<file path="config.mk">
export PLATFORM = sky130hd
export DESIGN_NAME = timed_stepper_blind_controller
export DESIGN_NICKNAME = d
export VERILOG_FILES = /design/src/hw/rtl/tsbc_pkg.sv /design/src/hw/rtl/timed_stepper_blind_controller.sv
export SDC_FILE = /design/constraint.sdc
export NUM_CORES = 1
export LEC_CHECK = 0
export BUFFER_PORTS_ARGS = -buffer_cell sky130_fd_sc_hd__buf_2
export CAP_MARGIN = 5
export CORE_ASPECT_RATIO = 0.7
export CORE_MARGIN = 1
export CORE_UTILIZATION = 30
export DETAILED_ROUTE_END_ITERATION = 10
export PLACE_DENSITY = 0.46
export SLEW_MARGIN = 5
export SYNTH_ARGS = -nofsm -noshare
export SYNTH_HDL_FRONTEND = slang
export SYNTH_SLANG_ARGS = --single-unit
</file>
<file path="constraint.sdc">
create_clock -name clk -period 17.1 [get_ports clk]
set_input_delay 1.71 -clock clk [delete_from_list [all_inputs] [get_ports clk]]
set_output_delay 1.71 -clock clk [all_outputs]
set_load 0.02 [all_outputs]
</file>
<file path="src/hw/rtl/tsbc_pkg.sv">
// Package for the timed stepper blind controller.
// Holds the item structs, drive mode codes, register indexes and the coil table.
// No dependencies.
package tsbc_pkg;

  // Width of the millisecond time base; differences wrap at this width
  localparam int TimeBits = 32;

  typedef logic [TimeBits-1:0] time_ms_t;

  // Drive modes
  typedef logic [2:0] mode_t;
  localparam mode_t ModeOpen      = 3'd0;
  localparam mode_t ModeClose     = 3'd1;
  localparam mode_t ModeAutoOpen  = 3'd2;
  localparam mode_t ModeAutoClose = 3'd3;
  localparam mode_t ModeStop      = 3'd4;

  // Configuration register indexes
  typedef logic [1:0] cfg_index_t;
  localparam cfg_index_t RegCodeClose   = 2'd0;
  localparam cfg_index_t RegCodeOpen    = 2'd1;
  localparam cfg_index_t RegCodeCal     = 2'd2;
  localparam cfg_index_t RegFlashPeriod = 2'd3;

  // Register reset values
  localparam logic [31:0] CodeCloseReset   = 32'h02FD_807F;
  localparam logic [31:0] CodeOpenReset    = 32'h02FD_40BF;
  localparam logic [31:0] CodeCalReset     = 32'h02FD_C03F;
  localparam logic [15:0] FlashPeriodReset = 16'd125;

  // Input item: one control tick
  typedef struct packed {
    logic        code_valid;
    logic [31:0] remote_code;
    logic        calibrate_level;
    logic        close_level;
    logic        open_level;
    logic [31:0] now_ms;
  } tick_t;

  // Result item
  typedef struct packed {
    logic [11:0] coil_pattern;
    logic        led_on;
    mode_t       drive_mode;
  } step_t;

  // Full-step coil patterns for all three motors, by phase
  function automatic logic [11:0] coil_pattern(input logic [1:0] phase);
    logic [11:0] pat;
    case (phase)
      2'd0:    pat = 12'd3276;
      2'd1:    pat = 12'd1638;
      2'd2:    pat = 12'd819;
      default: pat = 12'd2457;
    endcase
    return pat;
  endfunction

endpackage

</file>
<file path="src/hw/rtl/timed_stepper_blind_controller.sv">
// Timed stepper blind controller, top level.
// Input register, one pass of tick logic, result register. Uses tsbc_pkg.
//
//   channel  direction  handshake                     payload
//   tick     in         tick_valid / tick_stall       tick_item (tsbc_pkg::tick_t)
//   step     out        step_valid / step_stall       step_item (tsbc_pkg::step_t)
//   cfg      in         cfg_we                        cfg_index, cfg_data
//
// An accepted item is held in the input register and passes the tick logic
// into the result register once that register is empty or not stalled. One
// item is accepted per cycle while tick is not stalled; the tick logic is a
// single pass between the two registers. A stalled result holds the result
// register and, once the input register is also full, stalls tick.
// Reset (rst, synchronous) clears both valid flags, all controller state
// and restores the configuration registers.
module timed_stepper_blind_controller (
  input  logic                  clk,
  input  logic                  rst,
  input  logic                  tick_valid,
  output logic                  tick_stall,
  input  tsbc_pkg::tick_t       tick_item,
  output logic                  step_valid,
  input  logic                  step_stall,
  output tsbc_pkg::step_t       step_item,
  input  logic                  cfg_we,
  input  tsbc_pkg::cfg_index_t  cfg_index,
  input  logic [31:0]           cfg_data
);

  // Configuration
  logic [31:0] code_close;
  logic [31:0] code_open;
  logic [31:0] code_calibrate;
  logic [15:0] flash_period_ms;

  // Pipeline
  logic            in_vld;
  tsbc_pkg::tick_t in_q;
  logic            advance;

  // Controller state
  tsbc_pkg::mode_t    mode_reg, mode_reg_next;
  logic               button_calibrating, button_calibrating_next;
  logic               remote_calibrating, remote_calibrating_next;
  logic               timing_active, timing_active_next;
  logic               auto_active, auto_active_next;
  tsbc_pkg::time_ms_t timing_start, timing_start_next;
  tsbc_pkg::time_ms_t auto_start, auto_start_next;
  tsbc_pkg::time_ms_t travel_time, travel_time_next;
  tsbc_pkg::time_ms_t blink_mark, blink_mark_next;
  logic               blink_armed, blink_armed_next;
  logic               led_reg, led_reg_next;
  logic [1:0]         phase_index, phase_index_next;
  logic [2:0]         prev_levels;
  logic [11:0]        pat_next;

  assign advance    = in_vld && (!step_valid || !step_stall);
  assign tick_stall = in_vld && !advance;

  // Configuration writes
  always_ff @(posedge clk) begin
    if (rst) begin
      code_close      <= tsbc_pkg::CodeCloseReset;
      code_open       <= tsbc_pkg::CodeOpenReset;
      code_calibrate  <= tsbc_pkg::CodeCalReset;
      flash_period_ms <= tsbc_pkg::FlashPeriodReset;
    end else if (cfg_we) begin
      unique case (cfg_index)
        tsbc_pkg::RegCodeClose:   code_close      <= cfg_data;
        tsbc_pkg::RegCodeOpen:    code_open       <= cfg_data;
        tsbc_pkg::RegCodeCal:     code_calibrate  <= cfg_data;
        tsbc_pkg::RegFlashPeriod: flash_period_ms <= cfg_data[15:0];
        default: ;
      endcase
    end
  end

  // Input register
  always_ff @(posedge clk) begin
    if (rst) begin
      in_vld <= 1'b0;
    end else if (!tick_stall) begin
      in_vld <= tick_valid;
    end
  end

  always_ff @(posedge clk) begin
    if (!tick_stall && tick_valid) begin
      in_q <= tick_item;
    end
  end

  // Tick logic: remote, calibrate button, LED, close/open buttons, drive mode
  always_comb begin
    tsbc_pkg::time_ms_t now;
    logic prev_cal, prev_close, prev_open, fwd;
    now      = tsbc_pkg::time_ms_t'(in_q.now_ms);
    prev_cal   = prev_levels[0];
    prev_close = prev_levels[1];
    prev_open  = prev_levels[2];
    fwd        = 1'b0;

    mode_reg_next           = mode_reg;
    button_calibrating_next = button_calibrating;
    remote_calibrating_next = remote_calibrating;
    timing_active_next      = timing_active;
    auto_active_next        = auto_active;
    timing_start_next       = timing_start;
    auto_start_next         = auto_start;
    travel_time_next        = travel_time;
    blink_mark_next         = blink_mark;
    blink_armed_next        = blink_armed;
    led_reg_next            = led_reg;
    phase_index_next        = phase_index;
    pat_next                = '0;

    // remote decoding
    if (in_q.code_valid) begin
      if (!remote_calibrating) begin
        if (in_q.remote_code == code_open) begin
          mode_reg_next = tsbc_pkg::ModeAutoOpen;
        end else if (in_q.remote_code == code_close) begin
          mode_reg_next = tsbc_pkg::ModeAutoClose;
        end else if (in_q.remote_code == code_calibrate) begin
          remote_calibrating_next = 1'b1;
        end
      end else begin
        if (in_q.remote_code == code_calibrate) begin
          remote_calibrating_next = 1'b0;
        end else if (in_q.remote_code == code_close) begin
          mode_reg_next = (mode_reg != tsbc_pkg::ModeClose) ? tsbc_pkg::ModeClose
                                                            : tsbc_pkg::ModeStop;
        end else if (in_q.remote_code == code_open) begin
          if (mode_reg != tsbc_pkg::ModeOpen) begin
            timing_active_next = 1'b1;
            timing_start_next  = now;
            mode_reg_next      = tsbc_pkg::ModeOpen;
          end else begin
            travel_time_next        = now - timing_start;
            mode_reg_next           = tsbc_pkg::ModeStop;
            timing_active_next      = 1'b0;
            remote_calibrating_next = 1'b0;
          end
        end
      end
    end

    // calibrate button toggles on a rising level
    if (in_q.calibrate_level && !prev_cal) begin
      button_calibrating_next = !button_calibrating;
    end

    // LED blinking while either calibration is on
    if (button_calibrating_next || remote_calibrating_next) begin
      if (!blink_armed) begin
        blink_armed_next = 1'b1;
        blink_mark_next  = now;
      end else if ((now - blink_mark) > tsbc_pkg::time_ms_t'(flash_period_ms)) begin
        led_reg_next     = !led_reg;
        blink_armed_next = 1'b0;
        blink_mark_next  = '0;
      end
    end else begin
      led_reg_next = 1'b0;
    end

    // close button
    if (in_q.close_level != prev_close) begin
      if (button_calibrating_next) begin
        mode_reg_next = in_q.close_level ? tsbc_pkg::ModeClose : tsbc_pkg::ModeStop;
      end else if (in_q.close_level && mode_reg_next != tsbc_pkg::ModeAutoClose) begin
        mode_reg_next = tsbc_pkg::ModeAutoClose;
      end
    end

    // open button: timed manual open while button calibration is on, else auto open
    if (button_calibrating_next) begin
      if (in_q.open_level) begin
        if (!timing_active_next) begin
          timing_active_next = 1'b1;
          timing_start_next  = now;
        end
        mode_reg_next = tsbc_pkg::ModeOpen;
      end else if (timing_active_next) begin
        travel_time_next        = now - timing_start_next;
        mode_reg_next           = tsbc_pkg::ModeStop;
        timing_active_next      = 1'b0;
        button_calibrating_next = 1'b0;
      end
    end else if (in_q.open_level && !prev_open &&
                 mode_reg_next != tsbc_pkg::ModeAutoOpen) begin
      mode_reg_next = tsbc_pkg::ModeAutoOpen;
    end

    // drive mode processing
    if (mode_reg_next == tsbc_pkg::ModeAutoOpen || mode_reg_next == tsbc_pkg::ModeAutoClose) begin
      fwd = (mode_reg_next == tsbc_pkg::ModeAutoOpen);
      if (!auto_active) begin
        auto_active_next = 1'b1;
        auto_start_next  = now;
        pat_next         = tsbc_pkg::coil_pattern(phase_index);
        phase_index_next = fwd ? phase_index + 2'd1 : phase_index - 2'd1;
      end else if ((now - auto_start) >= travel_time_next) begin
        auto_active_next = 1'b0;
        auto_start_next  = '0;
        mode_reg_next    = tsbc_pkg::ModeStop;
      end else begin
        pat_next         = tsbc_pkg::coil_pattern(phase_index);
        phase_index_next = fwd ? phase_index + 2'd1 : phase_index - 2'd1;
      end
    end else if (mode_reg_next == tsbc_pkg::ModeOpen) begin
      pat_next         = tsbc_pkg::coil_pattern(phase_index);
      phase_index_next = phase_index + 2'd1;
    end else if (mode_reg_next == tsbc_pkg::ModeClose) begin
      pat_next         = tsbc_pkg::coil_pattern(phase_index);
      phase_index_next = phase_index - 2'd1;
    end else begin
      mode_reg_next = tsbc_pkg::ModeStop;
    end
  end

  // State update, one item per advance
  always_ff @(posedge clk) begin
    if (rst) begin
      mode_reg           <= tsbc_pkg::ModeStop;
      button_calibrating <= 1'b0;
      remote_calibrating <= 1'b0;
      timing_active      <= 1'b0;
      auto_active        <= 1'b0;
      timing_start       <= '0;
      auto_start         <= '0;
      travel_time        <= '0;
      blink_mark         <= '0;
      blink_armed        <= 1'b0;
      led_reg            <= 1'b0;
      phase_index        <= '0;
      prev_levels        <= '0;
    end else if (advance) begin
      mode_reg           <= mode_reg_next;
      button_calibrating <= button_calibrating_next;
      remote_calibrating <= remote_calibrating_next;
      timing_active      <= timing_active_next;
      auto_active        <= auto_active_next;
      timing_start       <= timing_start_next;
      auto_start         <= auto_start_next;
      travel_time        <= travel_time_next;
      blink_mark         <= blink_mark_next;
      blink_armed        <= blink_armed_next;
      led_reg            <= led_reg_next;
      phase_index        <= phase_index_next;
      prev_levels        <= {in_q.open_level, in_q.close_level, in_q.calibrate_level};
    end
  end

  // Result register
  always_ff @(posedge clk) begin
    if (rst) begin
      step_valid <= 1'b0;
    end else if (advance) begin
      step_valid <= 1'b1;
    end else if (!step_stall) begin
      step_valid <= 1'b0;
    end
  end

  always_ff @(posedge clk) begin
    if (advance) begin
      step_item.coil_pattern <= pat_next;
      step_item.led_on       <= led_reg_next;
      step_item.drive_mode   <= mode_reg_next;
    end
  end

  // Checks
  a_stop_no_coils: assert property (@(posedge clk) disable iff (rst)
    step_valid && step_item.drive_mode == tsbc_pkg::ModeStop |-> step_item.coil_pattern == '0)
    else $error("coil pattern driven in stop mode");

  a_stall_only_full: assert property (@(posedge clk) disable iff (rst)
    tick_stall |-> in_vld && step_valid && step_stall)
    else $error("tick stalled with room downstream");

  a_advance_result: assert property (@(posedge clk) disable iff (rst)
    advance |=> step_valid)
    else $error("advanced item produced no result");

  a_timing_needs_cal: assert property (@(posedge clk) disable iff (rst)
    advance && timing_active_next |-> button_calibrating_next || remote_calibrating_next ||
      timing_active)
    else $error("travel timing started outside calibration");

endmodule
</file>
# --- After elaboration in Yosys (flattened, before gate mapping) ---
# Cells that the tools add are included.
totals:
  register_bits: 340
  in_bits: 107
  output_inout_bits: 18
  word_cells: 172
op_classes:
  add_sub_neg: 6
  n_lt_le_gt_ge: 2
  eq_ne: 19
  mux: 85
  reduce_logical: 32
op_table:
  columns: ["cell", "n"]
  rows:
  - ["2-to-1 mux 32 bit", 22]
  - ["subtractor 32 bit", 4]
  - ["== test 32 bit", 3]
  - ["2-to-1 mux 3 bit", 22]
  - ["2-to-1 mux 12 bit", 5]
  - ["case mux 12 bit (3 select lines)", 1]
  - ["greater-or-equal comparator 32 bit", 1]
  - ["> comparator 32 x 16 -> 1 bit", 1]
  - ["2-to-1 mux 1 bit", 29]
  - ["2-to-1 mux 2 bit", 6]
  - ["AND reduction 2 bit", 6]
  - ["AND reduction 3 bit", 3]
  - ["zero test 1 bit", 8]
  - ["logical AND 1 bit", 7]
  - ["== test 2 bit, second input constant", 3]
  - ["== test 3 x 2 -> 1 bit, second input constant", 2]
  - ["!= test 2 x 1 -> 1 bit, second input constant", 3]
  - ["!= test 3 x 2 -> 1 bit, second input constant", 2]
  - ["nonzero test 3 bit", 2]
  - ["== test 2 x 1 -> 1 bit, second input constant", 2]
  - ["zero test 2 bit", 2]
  - ["== test 3 x 1 -> 1 bit, second input constant", 1]
  - ["zero test 3 bit", 1]
  - ["logical OR 1 bit", 3]
  - ["other kinds (5)", 5]

# --- Depth between registers and ports, before layout ---
depth:
  depth_word: 21
  ltp_mapped: 35

# --- Least setup slack after synthesis ---
# OpenSTA, ideal clock, no wires.
synth_timing:
  kind: "reg-to-reg"
  startpoint: "register in_q[60] (netlist name)"
  endpoint: "register phase_index[1]"
  setup_ns: 0.122
  t_arrival_ns: 6.767
  t_required_ns: 16.978
  slack_ns: 10.211
  stages_incl_launch_ff: 35
  n_path_buf: 3
  period_less_slack_ns: 6.889
  path_cell_list: "edfxtp_1 > xor2_1 > nor4_1 > nand4_1 > or2_1 > and3_4 > nand2b_1 > clkbuf_1 > buf_1 > nand2_1 > o21ai_0 > ha_1 > inv_1 > fa_1 > a21o_1 > a21oi_1 > o21a_1 > o21ai_0 > a22o_1 > a2111o_1 > nand3_1 > a32o_1 > a21oi_1 > ha_1 > a21o_1 > a21o_1 > a21o_1 > a21o_1 > a21oi_1 > o21ai_0 > a211oi_1 > a211oi_1 > or2_2 > buf_2 > o311a_1"
synth_between:
  elab_chain_cells: 20
synth_rtl:
  columns: ["element", "line", "rtl"]
  rows:
  - ["start: declaration", "timed_stepper_blind_controller.sv:38", "tsbc_pkg::tick_t in_q;"]
  - ["start signal: assignment", "timed_stepper_blind_controller.sv:89", "in_q <= tick_item;"]
  - ["parallel branches: the longest is 20 deep, another holds subtractor 32 bit", null, null]
  - ["end signal: assignment", "timed_stepper_blind_controller.sv:250", "phase_index <= phase_index_next;"]
  - ["end: declaration", "timed_stepper_blind_controller.sv:53", "logic [1:0] phase_index, phase_index_next;"]
# Parallel ways; which one is timed is not known. The select of a mux whose other input is x is not followed.
# A chain may end at the register's enable or synchronous reset.

# --- Worst setup path after layout ---
layout_timing:
  startpoint: "register in_q[61] (netlist name)"
  endpoint: "register phase_index[1]"
# The elaborated chain is that of the path after synthesis.

==> reports/qor.yml <==
outcome:
  status: "completed"
finish:
  largest_register: "in_q"
  n_antenna_cell: 0
  fin_area_um2: 24400
  drive_gt1_share_pct: 9.46
  final_common_cell: "nand2_1"
  nets: 2907
  regArea_um2: 7410
  largest_reg_flops: 68
  multi_input_area_um2: 13100
  fin_util_pct: 34.7
  syn_to_final_growth_pct: 13.8
  fill_cells: 7251
  layout_common_cells: "nand2_1, dfxtp_1, a21oi_1, ha_1, nor2_1"
floorplanning:
  die_x_um: 321
  io_pins: 125
  rows: 81
  initial_core_util_pct: 30.5
  coreArea_um2: 70200
  die_area_um2: 72500
  die_h_um: 226
sta:
  max-slew-margin-rel_pct: 27.9
  min_period_over_period_pct: 47.5
  hold_violations: 0
  min_period_ps: 8120
  finalMaxSlewViolations: 0
  setup_violations: 0
  worst_pin_slew_ps: 1070
  clock.fmax_ghz: 0.123
  setup_tns_ps: 0
  setup_ws_ps: 8980
  rsz0062_at_grt: "no"
  skew_ps: 17.3
cts:
  postCtsSetupRepairBufs: 0
  cts_sinks: 332
  cts_tree: "yes"
  ctsHoldBuffers: 0
  h-tree-depth: 2
  cts_buffer_depth: 3
  ctsResizeCount: 0
  numCtsBuffers: 41
  insertion_delay_ps: 580
  cts_root_buffer: "clkbuf_16"
  clk_pin_slew_worst_paths_ps: 60
route:
  dr_wl_met3_mm: 5.07
  wl_per_cell_um: 20.1
  drt_pass1_iterations: 5
  top_layer: "met4"
  met1Wirelength_mm: 38.5
  first_iter_violations: 1537
  routed_wl_mm: 72.3
  drc: 0
  vias: 19000
  antenna_left: 0
  via_per_inst: 5.26
  wl_met2_mm: 27.7
synth:
  synthArstFlopShare_pct: 0
  synth_edf_count: 76
  synth_top_area_cell: "dfxtp_1"
  synth.avg_cell_area_um2: 8.43
  synth-seq-cells: 332
  synth.area.top_cells: "dfxtp_1, edfxtp_1, ha_1"
  yosysUniqueCellTypes: 76
  syn-num-nets: 2831
  yosysSeqAreaShare_pct: 34.6
  syn_area_um2: 21400
  syn_inst: 2544
  yosys_most_used_dff: "dfxtp_1"
  synth_top_area_share_pct: 23.9
  synth_warnings: 0
placement:
  pre_cts_ws_ps: 9040
  placed_area_um2: 23000
  dpl.hpwl_mm: 53.9
  gp_congestion: 0.878
  portBuffers: 124
critical_path:
  start_kind: "flip-flop"
  cp.arrival_ps: 8580
  cp_slowest_cell: "nor4_1"
  crit_path_frequent_cell: "a21o_1"
  cp_max_fo: 35
  endpoint_kind: "flip-flop"
  critical_path.endpoint: "phase_index[1]"
  critical_path_class: "reg -> reg"
  worstReg2RegEnd: "phase_index[1]"
  max_stage_delay_ps: 930
  reg2reg_slack_ps: 8980
  regToRegStartpoint: "in_q[61]"
  startpoint: "in_q[61]"
  critPathRequiredTime_ps: 17560
  rr_worst_depth: 32
grt:
  antenna_found_initial: 3
  grt_pass1_wl_mm: 110
  grtUsageTotal_pct: 19.7
  gr-total-overflow: 0
  grt_pass1_vias: 17800
  grt_max_degree: 118
run:
  maxCapViolations: 0
pwr:
  net-switching-power_mw: 0.711
  intPower_mw: 1.55
  p_leak_nw: 9.41
  switching_share_pct: 31.4
  p_per_area_nw_per_um2: 92.9
  share_clk_of_total_power_pct: 39.6
  p_comb_share_pct: 21.7
  max-vdd-ir-drop_mv: 0.0694
  sequentialPowerShare_pct: 38.7
min_path:
  holdCritPathClass: "reg -> reg"
[cells by family after synthesis]
family                     Yosys count  share of synthesized area, %
AOI/OAI and AO/OA                  695                          21.7
xor gates and xnor gates           186                          7.60
adders and majority gates          180                          10.6
buffers and inverters              260                          4.84
DFF                                332                          34.6
muxes                               77                          3.60
and+or+nand+nor                    814                          17.1
[cell type report]
cell class / instances / area share, %
Multi-Input combinational cell: 1952 / 53.5
Inverter: 143 / 2.20
Tap cell: 954 / 4.89
Clock buffer: 58 / 4.89
Sequential cell: 332 / 30.4
Clock inverter: 18 / 0.713
Timing Repair Buffer: 150 / 3.42
[through the flow]
stage,hold slack [ps],instances,power [mW]
finish,454,3607,2.27
global route,473,3607,2.38
CTS,457,3607,2.29
detailed placement,450,3531,1.38
global placement,438,3531,1.37
floorplan,431,2544,1.22
[synthesized netlist by cell type (17+ instances only)]
library cell  number
a211oi_1          30
inv_1            141
a32o_1            34
o21ai_0          109
a21o_1            82
clkbuf_1          88
o31ai_1           38
edfxtp_1          76
mux2i_1           76
nand4_1           38
a21oi_1          208
o21a_1            32
nand2_1          382
ha_1             176
nor2_1           154
xor2_1            61
nand3_1           83
dfxtp_1          256
nand2b_1          22
xnor2_1          125
nor3_1            35
o211ai_1          24
and2_1            17
a31oi_1           18
[how the worst min path moves through the flow]
stage | cells past startpoint | from | to | slack (ps)
5_1_grt | 2 | flash_period_ms[15] | flash_period_ms[15] | 470
6_report | 2 | flash_period_ms[13] | flash_period_ms[13] | 450
3_3_place_gp | 2 | prev_levels[0] | prev_levels[0] | 440
3_5_place_dp | 2 | flash_period_ms[15] | flash_period_ms[15] | 450
2_1_floorplan | 2 | prev_levels[0] | prev_levels[0] | 430
4_1_cts | 2 | flash_period_ms[15] | flash_period_ms[15] | 460
[critical path, delay by kind of cell, from the launching register on]
kind	cells	cell delay, ps
AOI/OAI and AO/OA	19	3820
and+or+nand+nor	7	1940
adders and majority gates	3	890
buffers and inverters	2	540
DFF	1	440
xor gates and xnor gates	1	320
[per-layer routing]
layer / up-vias / global-route usage (%)
met2: 556 / 26.7
li1: 9294 / -
met4: 0 / 4.21
met3: 68 / 3.54
met1: 9041 / 31.3
met5: - / 0
[power by group through the flow]
stage | sequential, mW | clock [mW] | combinational (mW)
floorplan | 0.884 | 0 | 0.339
global placement | 0.892 | 0 | 0.482
detailed placement | 0.893 | 0 | 0.487
CTS | 0.877 | 0.925 | 0.490
global route | 0.881 | 0.958 | 0.545
finish | 0.877 | 0.897 | 0.492
No activity file was read; power rests on OpenSTA's default activity.
